File: src/rtl/spq_pkg.sv
// Package for the sorted priority queue: sizes, operation and status codes,
// cell data types and width helpers. No dependencies.
package spq_pkg;

    // Store size and id counter width
    localparam int DEPTH   = 32;
    localparam int ID_BITS = 16;

    // Derived widths
    localparam int CNT_W = $clog2(DEPTH + 1);
    localparam int IDX_W = $clog2(DEPTH);

    // Fixed field widths of the channels
    localparam int OPCODE_W = 2;
    localparam int VALUE_W  = 32;
    localparam int STATUS_W = 2;
    localparam int RID_W    = 16;
    localparam int COUNT_W  = 6;

    typedef enum logic [OPCODE_W-1:0] {
        OP_INSERT = 2'd0,
        OP_REMOVE = 2'd1,
        OP_CLEAR  = 2'd2
    } opcode_t;

    typedef enum logic [STATUS_W-1:0] {
        ST_OK    = 2'd0,
        ST_EMPTY = 2'd1,
        ST_FULL  = 2'd2
    } status_t;

    // One stored entry
    typedef struct packed {
        logic signed [VALUE_W-1:0] value;
        logic [ID_BITS-1:0]        id;
    } cell_data_t;

    // Insert broadcast to every cell
    typedef struct packed {
        logic       en;
        cell_data_t data;
    } ins_cmd_t;

    // Id to the fixed 16-bit result field
    function automatic logic [RID_W-1:0] id_to_field(input logic [ID_BITS-1:0] id);
        logic [31:0] wide;
        wide = 32'(id);
        return wide[RID_W-1:0];
    endfunction

    // Occupancy to the fixed 6-bit result field
    function automatic logic [COUNT_W-1:0] cnt_to_field(input logic [CNT_W-1:0] cnt);
        logic [31:0] wide;
        wide = 32'(cnt);
        return wide[COUNT_W-1:0];
    endfunction

endpackage

File: src/rtl/spq_cell.sv
// One slot of the sorted store: holds an entry, compares it with the value
// being inserted and shifts up from its lower neighbour. Depends on spq_pkg.
module spq_cell
    import spq_pkg::*;
(
    input  logic       clk,
    input  ins_cmd_t   ins,
    input  logic       valid,
    input  logic       left_mark,
    input  cell_data_t left_data,
    output logic       mark,
    output cell_data_t data
);

    cell_data_t data_reg;
    cell_data_t data_next;

    // Slot is at or above the insert point: empty, or holds a larger value
    assign mark = !valid || (data_reg.value > ins.data.value);

    // Shift from below when the neighbour also moves, else take the new entry
    always_comb
    begin
        data_next = data_reg;
        if (ins.en && mark)
        begin
            if (left_mark)
                data_next = left_data;
            else
                data_next = ins.data;
        end
    end

    always_ff @(posedge clk)
    begin
        data_reg <= data_next;
    end

    assign data = data_reg;

endmodule

File: config.mk
export PLATFORM = sky130hd
export DESIGN_NAME = spq_cell
export DESIGN_NICKNAME = d
export VERILOG_FILES = /design/src/rtl/spq_pkg.sv /design/src/rtl/spq_cell.sv
export SDC_FILE = /design/constraint.sdc
export NUM_CORES = 1
export LEC_CHECK = 0
export ABC_AREA = 1
export BUFFER_PORTS_ARGS = -buffer_cell sky130_fd_sc_hd__buf_4
export CORE_AREA = 5 5 104 106
export DETAILED_ROUTE_END_ITERATION = 8
export DIE_AREA = 0 0 109 111
export PLACE_DENSITY_LB_ADDON = 0.3
export RECOVER_POWER = 100
export SLEW_MARGIN = 10
export SYNTH_ARGS = -nofsm -noshare
export SYNTH_HDL_FRONTEND = slang
export SYNTH_SLANG_ARGS = --single-unit
File: constraint.sdc
create_clock -name clk -period 11 [get_ports clk]
set_input_delay 2.2 -clock clk [delete_from_list [all_inputs] [get_ports clk]]
set_output_delay 2.2 -clock clk [all_outputs]
set_load 0.02 [all_outputs]
# Word-level counts from Yosys, hierarchy flattened

Index checks and enable logic that the tools add are counted.

Flip-flop bits (word level): 48
Input bits: 100
Output and inout port bits: 49
Logic and storage cells: 7

Magnitude comparators: 1
Muxes and demuxes: 1
Reduce and logical (&&, ||, !) cells: 3

Operators by type and width:

| operator            | number |
|---|---|
| two-way mux 48 bit  | 1 |
| > comparator 32 bit | 1 |
| logical AND 1 bit   | 1 |
| logical NOT 1 bit   | 1 |
| logical OR 1 bit    | 1 |

# Logic depth before layout (Yosys ltp)

Gate-level depths: netlist of the first run.

Depth after elaboration: 3
Depth in mapped cells: 16
Depth with buffers taken out: 16

# Least setup slack after synthesis of the first run

Ideal clock, no wire load.

Path type: input port to output port
Start point: in ins[47] in the netlist's numbering
End point: out mark
Arrival: 3.348 ns
Required time: 8.800 ns
Slack: 5.452 ns
Cell stages on the path: 10
Buffers on the path: 0
Cells stage by stage: inv_1 ha_1 a21oi_1 o21a_1 nand2_1 a21oi_1 nand2_1 nand2_1 nand3_2 nand2_1

Cells in the longest elaborated chain, start to end: 2

RTL lines:

| what                | line           | source |
|---|---|---|
| from (decl)         | spq_cell.sv:7  | `input ins_cmd_t ins,` |
| > comparator 32 bit | spq_cell.sv:19 | `assign mark = !valid \|\| (data_reg.value > ins.data.value);` |
| logical OR 1 bit    | spq_cell.sv:19 |  |
| to (decl)           | spq_cell.sv:11 | `output logic mark,` |

No other way between the ends.

# Worst setup path in the final report of the first run

Start point: in ins[39] in the netlist's numbering
End point: reg data_reg, in the netlist data[47], enable pin

Cells in the longest elaborated chain, start to end: 3

RTL lines:

| what                 | line           | source |
|---|---|---|
| > comparator 32 bit  | spq_cell.sv:19 |  |
| logical OR 1 bit     | spq_cell.sv:19 |  |
| logical AND 1 bit    | spq_cell.sv:25 | `if (ins.en && mark)` |
| to (signal assigned) | spq_cell.sv:36 | `data_reg <= data_next;` |
| to (decl)            | spq_cell.sv:15 | `cell_data_t data_reg;` |

No other way between the ends.
A chain may end at the register's enable or synchronous reset.

==> results of run 1 <==
-- per-stage QoR --
stage                     util, %  setup WS, ns  cell area (um^2)
after floorplan                 -          5.45              2840
after global placement       42.3          5.10              4100
after detailed placement     42.3          5.09              4100
after CTS                    43.5          5.09              4210
after global routing         41.3          4.28              4000
final                        41.3          4.78              4000
-- routing by layer --
metal	wire (um)	GRT usage, %	up-vias	part of all wire (%)
met3	772	4.19	6	10
met5	0	0	-	0
li1	-	-	1252	-
met4	62	2.53	0	0.83
met2	3430	20.3	98	46
met1	3160	15.3	1075	43
-- worst max-delay path: stages --
cell,delay (ns)
clkbuf_4,0.10
inv_1,0.05
ha_1,0.31
a21oi_1,0.15
o21a_1,0.15
nand2_1,0.07
a21oi_1,0.21
nand2_1,0.08
nand2_1,0.06
nand3_1,0.09
a21oi_1,1.07
clkbuf_1,1.55
-- cell usage after synthesis (2+ instances only) --
library cell	n	area, um^2
inv_2	3	11.3
nand3_1	2	10.0
edfxtp_1	48	1440
inv_1	38	143
nor2_1	7	26.3
clkbuf_1	5	18.8
nand4_1	2	12.5
o21ai_0	24	120
a21oi_1	14	70.1
o21a_1	2	15.0
buf_2	4	20.0
nand2_1	67	251
ha_1	32	400
mux2_2	17	191
o21ai_1	9	45.0
nor2_2	2	12.5
-- kinds of logic after synthesis --
kind of cell	Yosys count
AO/OA/AOI/OAI	51
adder cells (fa/ha/maj)	32
buffers and inverters	50
flip-flops	48
multiplexers	17
AND/OR/NAND/NOR	84
-- where the power goes --
part	internal, uW	total, uW	leakage [uW]	switching [uW]
logic	53.4	125	0.00133	72.0
clock network	67.4	130	0.0000558	62.1
registers	224	232	0.000465	7.45
-- area by class of cell --
cell class                      count  area [um^2]  area share [%]
Sequential cell                    48         1440            36.0
Multi-Input combinational cell    184         1200            29.9
Timing Repair Buffer              149          931            23.3
Tap cell                          133          166            4.16
Inverter                           41          154            3.84
Clock buffer                        5         68.8            1.72
Clock inverter                      3         42.5            1.06
-- worst max-delay path by stage --
stage	start	endpoint	slack [ns]	cells after the start
2_1_floorplan	ins[47]	mark	5.45	10
6_report	ins[39]	data[47]	4.78	12
3_5_place_dp	ins[39]	mark	5.09	12
4_1_cts	ins[39]	mark	5.09	12
3_3_place_gp	ins[39]	mark	5.10	12
5_1_grt	ins[39]	data[26]	4.28	12
-- cells in the final DEF (no fill, tap or decap), types with 3 or more instances in the layout --
cell       n
clkbuf_8   5
inv_1     38
clkbuf_1  50
o21ai_0   32
mux2_2    17
a21oi_1   15
nand2_1   67
buf_4     98
nor2_1     8
edfxtp_1  48
nand3_1    3
ha_1      32
inv_2      3
==> impl_metrics.yaml, run 1 <==
yosys:
  post_synth_and_or_nand_nor_area_fraction_pct: 12.4
  post_synth_instance_area_um2: 2840
  synth-async-reset-ratio_pct: 0
  synth.net_count: 414
  ys_dominant_reg_cell: "edfxtp_1"
  synth_compound_gate_area_share_pct: 9.37
  yosysWarnings: 0
  post_synth.cell_area_avg_um2: 10.1
  netlist-cell-type-count: 22
  synth_seq_cells: 48
  post_synthesis_sequential_area_ratio_pct: 50.7
  number_of_flops_mapped_to_enable_cells_by_yosys: 48
  largest_family_of_logic_cells_by_synthesized_area: "adder cells"
  yosys-mux-area-fraction_pct: 6.73
  yosys.area_share.adder_pct: 14.1
  syn-instance-count: 282
  synthXorXnorAreaFrac_pct: 0
drt:
  drtPass1Iterations: 4
  postRouteWirelength_mm: 7.43
  detail_route.drc_violations: 0
  post_dr_wirelength_cell_um: 13.2
  detailroute.via_count: 2431
  post_drt_via_cell_ratio: 4.32
  initialDrtViolationCount: 91
  ant_nets: 0
cts:
  ctsRootBufferMaster: "clkbuf_8"
  postCtsResizedCells: 0
  clk_transition_reported_paths_ns: 0.09
  clkSinkCount: 48
  setup_fix_buffers_added_after_clock_tree_synthesis: 0
  tritoncts: "yes"
  cts-htree-levels: 2
  cts_made_buffers: 5
  clockBufferDepth: 2
  worst_skew_pair.late_latency_ns: 0.30
  hold_buffers: 0
hold_path:
  hold_path_startpoint: "data[47]"
  min_to: "data[46]"
  hold_class: "register to register"
  timing.hold.worst_path_depth: 4
floorplan:
  row_count: 36
  core_area_um2: 9680
  floorplan.die_area_um2: 12100
  floorplan.die.width_um: 109
  boundaryPins: 149
  initial_util_pct: 29.4
  chipHeight_um: 111
power:
  power.total_uw: 487
  cellPowerDensity_nw_per_um2: 122
  static-leakage-power_uw: 0.00185
  power.ir.vdd_worst_mv: 0.0508
timing:
  finalSetupViolations: 0
  clock.fmax_mhz: 161
  timing.max_slew.rel_slack_pct: -108
  fin_setup_tns_ns: 0
  fin_crit_ns: 6.22
  grt_setup_unrepaired: "no"
  finalHoldViolations: 0
  clock_skew_ns: 0.00860
  fin_hold_ws_ns: 1.42
  maxSlewViolCount: 116
  tightest_slew_ns: 3.13
  final.period_utilization_pct: 56.5
global_route:
  number_of_antenna_violations_at_the_first_check_in_global_routing: 0
  grt.total_usage_pct: 12.2
  grt_pass1_vias: 2553
  grt_overflow_total: 0
  first_pass_grt_wire_length_mm: 11.9
  grt_max_degree: 80
cells_and_area:
  final.fill_count: 1013
  nNetsFinal: 561
  final_layout_size_suffix_gt1_share_pct: 30.2
  finish.cell_count_without_fillers: 563
  syn_to_layout_area_delta_pct: 40.7
  antenna_cells_inserted: 0
  largest_register_ffs: 48
critical_path:
  reg2reg_to: "data[47]"
  worstSetupPathType: "primary input to register"
  crit_path_start_kind: "primary input"
  timing.reg2reg.setup_slack_ns: 6.41
  r2r_start: "data[47]"
  path_max_fanout: 35
  worstPathArrival_ns: 6.12
  reg2reg_depth: 10
  required_ns: 10.89
  critical_path.endpoint_type: "register"
placement:
  finalWeightedCongestion: 0.714
  final_hpwl_dp_mm: 5.95
  post-place-cells: 555
  port_buffers: 148
run:
  drv_cap: 2
outcome:
  outcome: "finished with violations"
  violations: "max-capacitance violations, max-slew violations"
No activity file was read; power rests on OpenSTA's default activity.
==> run 2, diff against run 1 <==
- clock period: 11 -> 5.69 ns (I/O delays scaled with it)
==> impl_metrics.yaml, run 2 (same netlist as run 1, synthesis figures left out) <==
cells_and_area:
  area_of_the_multi_input_gates_um2: 1200
  final_layout_size_suffix_gt1_share_pct: 30.5
  ff_latch_area_um2: 1440
  layout.cell_area.non_filler_um2: 3980
  finish.cell_count_without_fillers: 563
  syn_to_layout_area_delta_pct: 39.8
  layout.cells.most_common_list: "buf_4, nand2_1, clkbuf_1, edfxtp_1, inv_1"
  nNetsFinal: 561
  final.fill_count: 990
  layout.cells.most_common: "buf_4"
  largest_register_ffs: 48
  antenna_cells_inserted: 0
critical_path:
  crit_path_start_kind: "primary input"
  worstPathCellList: "clkbuf_4 -> inv_1 -> ha_1 -> a21oi_1 -> o21a_1 -> nand2_1 -> a21oi_1 -> nand2_1 -> nand2_1 -> nand3_1 -> a21oi_1 -> buf_4"
  path_delay_family: "compound AO/OA/AOI/OAI gates"
  delay_contributed_by_the_slowest_stage_of_the_critical_path_ns: 1.27
  required_ns: 5.64
  reg2reg_depth: 10
  timing.reg2reg.setup_slack_ns: 1.96
  path_max_fanout: 31
  critical_path.endpoint_type: "register"
  reg2reg_to: "data[26]"
  worstSetupPathType: "primary input to register"
  critical_path.n_buffers_inverters: 3
  crit_path_top_delay_cell: "a21oi_1"
  r2r_start: "data[47]"
  worstPathArrival_ns: 4.27
global_route:
  grt_max_degree: 80
  grt_pass1_vias: 2530
  grt_overflow_total: 0
  number_of_antenna_violations_at_the_first_check_in_global_routing: 0
  first_pass_grt_wire_length_mm: 11.7
  grt.total_usage_pct: 12.0
drt:
  post_drt_via_cell_ratio: 4.30
  detail_route.drc_violations: 0
  ant_nets: 0
  postRouteWirelength_mm: 7.38
  drtPass1Iterations: 4
  initialDrtViolationCount: 75
  detailroute.via_count: 2419
  post_dr_wirelength_cell_um: 13.1
cts:
  ctsRootBufferMaster: "clkbuf_8"
  hold_buffers: 0
  cts_made_buffers: 5
  clk_transition_reported_paths_ns: 0.09
  clockBufferDepth: 2
  tritoncts: "yes"
  setup_fix_buffers_added_after_clock_tree_synthesis: 0
  postCtsResizedCells: 0
  clkSinkCount: 48
  cts-htree-levels: 2
  worst_skew_pair.late_latency_ns: 0.30
placement:
  post-place-cells: 555
  final_hpwl_dp_mm: 5.96
  port_buffers: 148
  finalWeightedCongestion: 0.753
  placed_inst_area_um2: 4100
power:
  cellPowerDensity_nw_per_um2: 222
  power.total_uw: 884
  static-leakage-power_uw: 0.00184
  power.ir.vdd_worst_mv: 0.0908
timing:
  finalSetupViolations: 0
  maxSlewViolCount: 99
  fin_crit_ns: 4.32
  finalHoldViolations: 0
  grt_setup_unrepaired: "no"
  timing.max_slew.rel_slack_pct: -104
  clock.fmax_mhz: 232
  tightest_slew_ns: 3.07
  final.period_utilization_pct: 75.9
  clock_skew_ns: 0.00859
  fin_setup_tns_ns: 0
hold_path:
  timing.hold.worst_path_depth: 3
  hold_class: "primary input to register"
  hold_path_startpoint: "left_data[20]"
  min_to: "data[20]"
floorplan:
  row_count: 36
  floorplan.die.width_um: 109
  core_area_um2: 9680
  floorplan.die_area_um2: 12100
  boundaryPins: 149
  initial_util_pct: 29.4
  chipHeight_um: 111
outcome:
  violations: "max-capacitance violations, max-slew violations"
  outcome: "finished with violations"
run:
  drv_cap: 2
==> run 2: per-stage QoR <==
stage | worst slack [ns] | hold slack (ns) | util [%]
after CTS | 1.90 | 1.10 | 43.2
after floorplan | 1.71 | 1.33 | -
after global placement | 1.88 | 1.12 | 42.3
final | 1.37 | 1.11 | 41.1
after global routing | 1.07 | 1.11 | 41.1
after detailed placement | 1.83 | 1.12 | 42.3
==> run 2: report_power, final <==
| group | switching [uW] | internal (uW) | total [uW] | leakage (uW) |
|---|---|---|---|---|
| registers | 14.0 | 433 | 447 | 0.000465 |
| clock network | 112 | 83.7 | 195 | 0.0000453 |
| logic | 139 | 103 | 242 | 0.00133 |
| total | 265 | 619 | 884 | 0.00184 |
==> run 2: worst max-delay path by stage <==
stage	start	to	slack, ns	depth (start not counted)
3_3_place_gp	ins[39]	data[19]	1.88	12
2_1_floorplan	ins[47]	data[0]	1.71	10
4_1_cts	ins[39]	mark	1.90	12
3_5_place_dp	ins[39]	data[1]	1.83	12
5_1_grt	ins[47]	data[25]	1.07	12
6_report	ins[47]	data[26]	1.37	12
==> run 2: area by class of cell <==
cell class	count	area share (%)
timing repair buffer	149	23.4
multi-input combinational	184	30.2
inverter	41	3.87
clock buffer	5	1.73
tap	133	4.19
sequential	48	36.2
clock inverter	3	0.346
==> run 2: worst reg2reg max path: cells and delay by family (launching register included) <==
kind	cells	cell delay [ns]
AND/OR/NAND/NOR	4	0.28
buffers and inverters	1	0.58
adder cells (fa/ha/maj)	1	0.34
AO/OA/AOI/OAI	4	1.74
flip-flops	1	0.41
==> run 2: routing by layer <==
layer / GRT usage (%) / vias up / part of all wire [%] / wire, um
met2: 20.1 / 90 / 46 / 3430
met1: 14.6 / 1074 / 42 / 3130
met5: 0 / - / 0 / 0
li1: - / 1249 / - / -
met3: 4.37 / 6 / 10 / 752
met4: 2.78 / 0 / 0.83 / 61
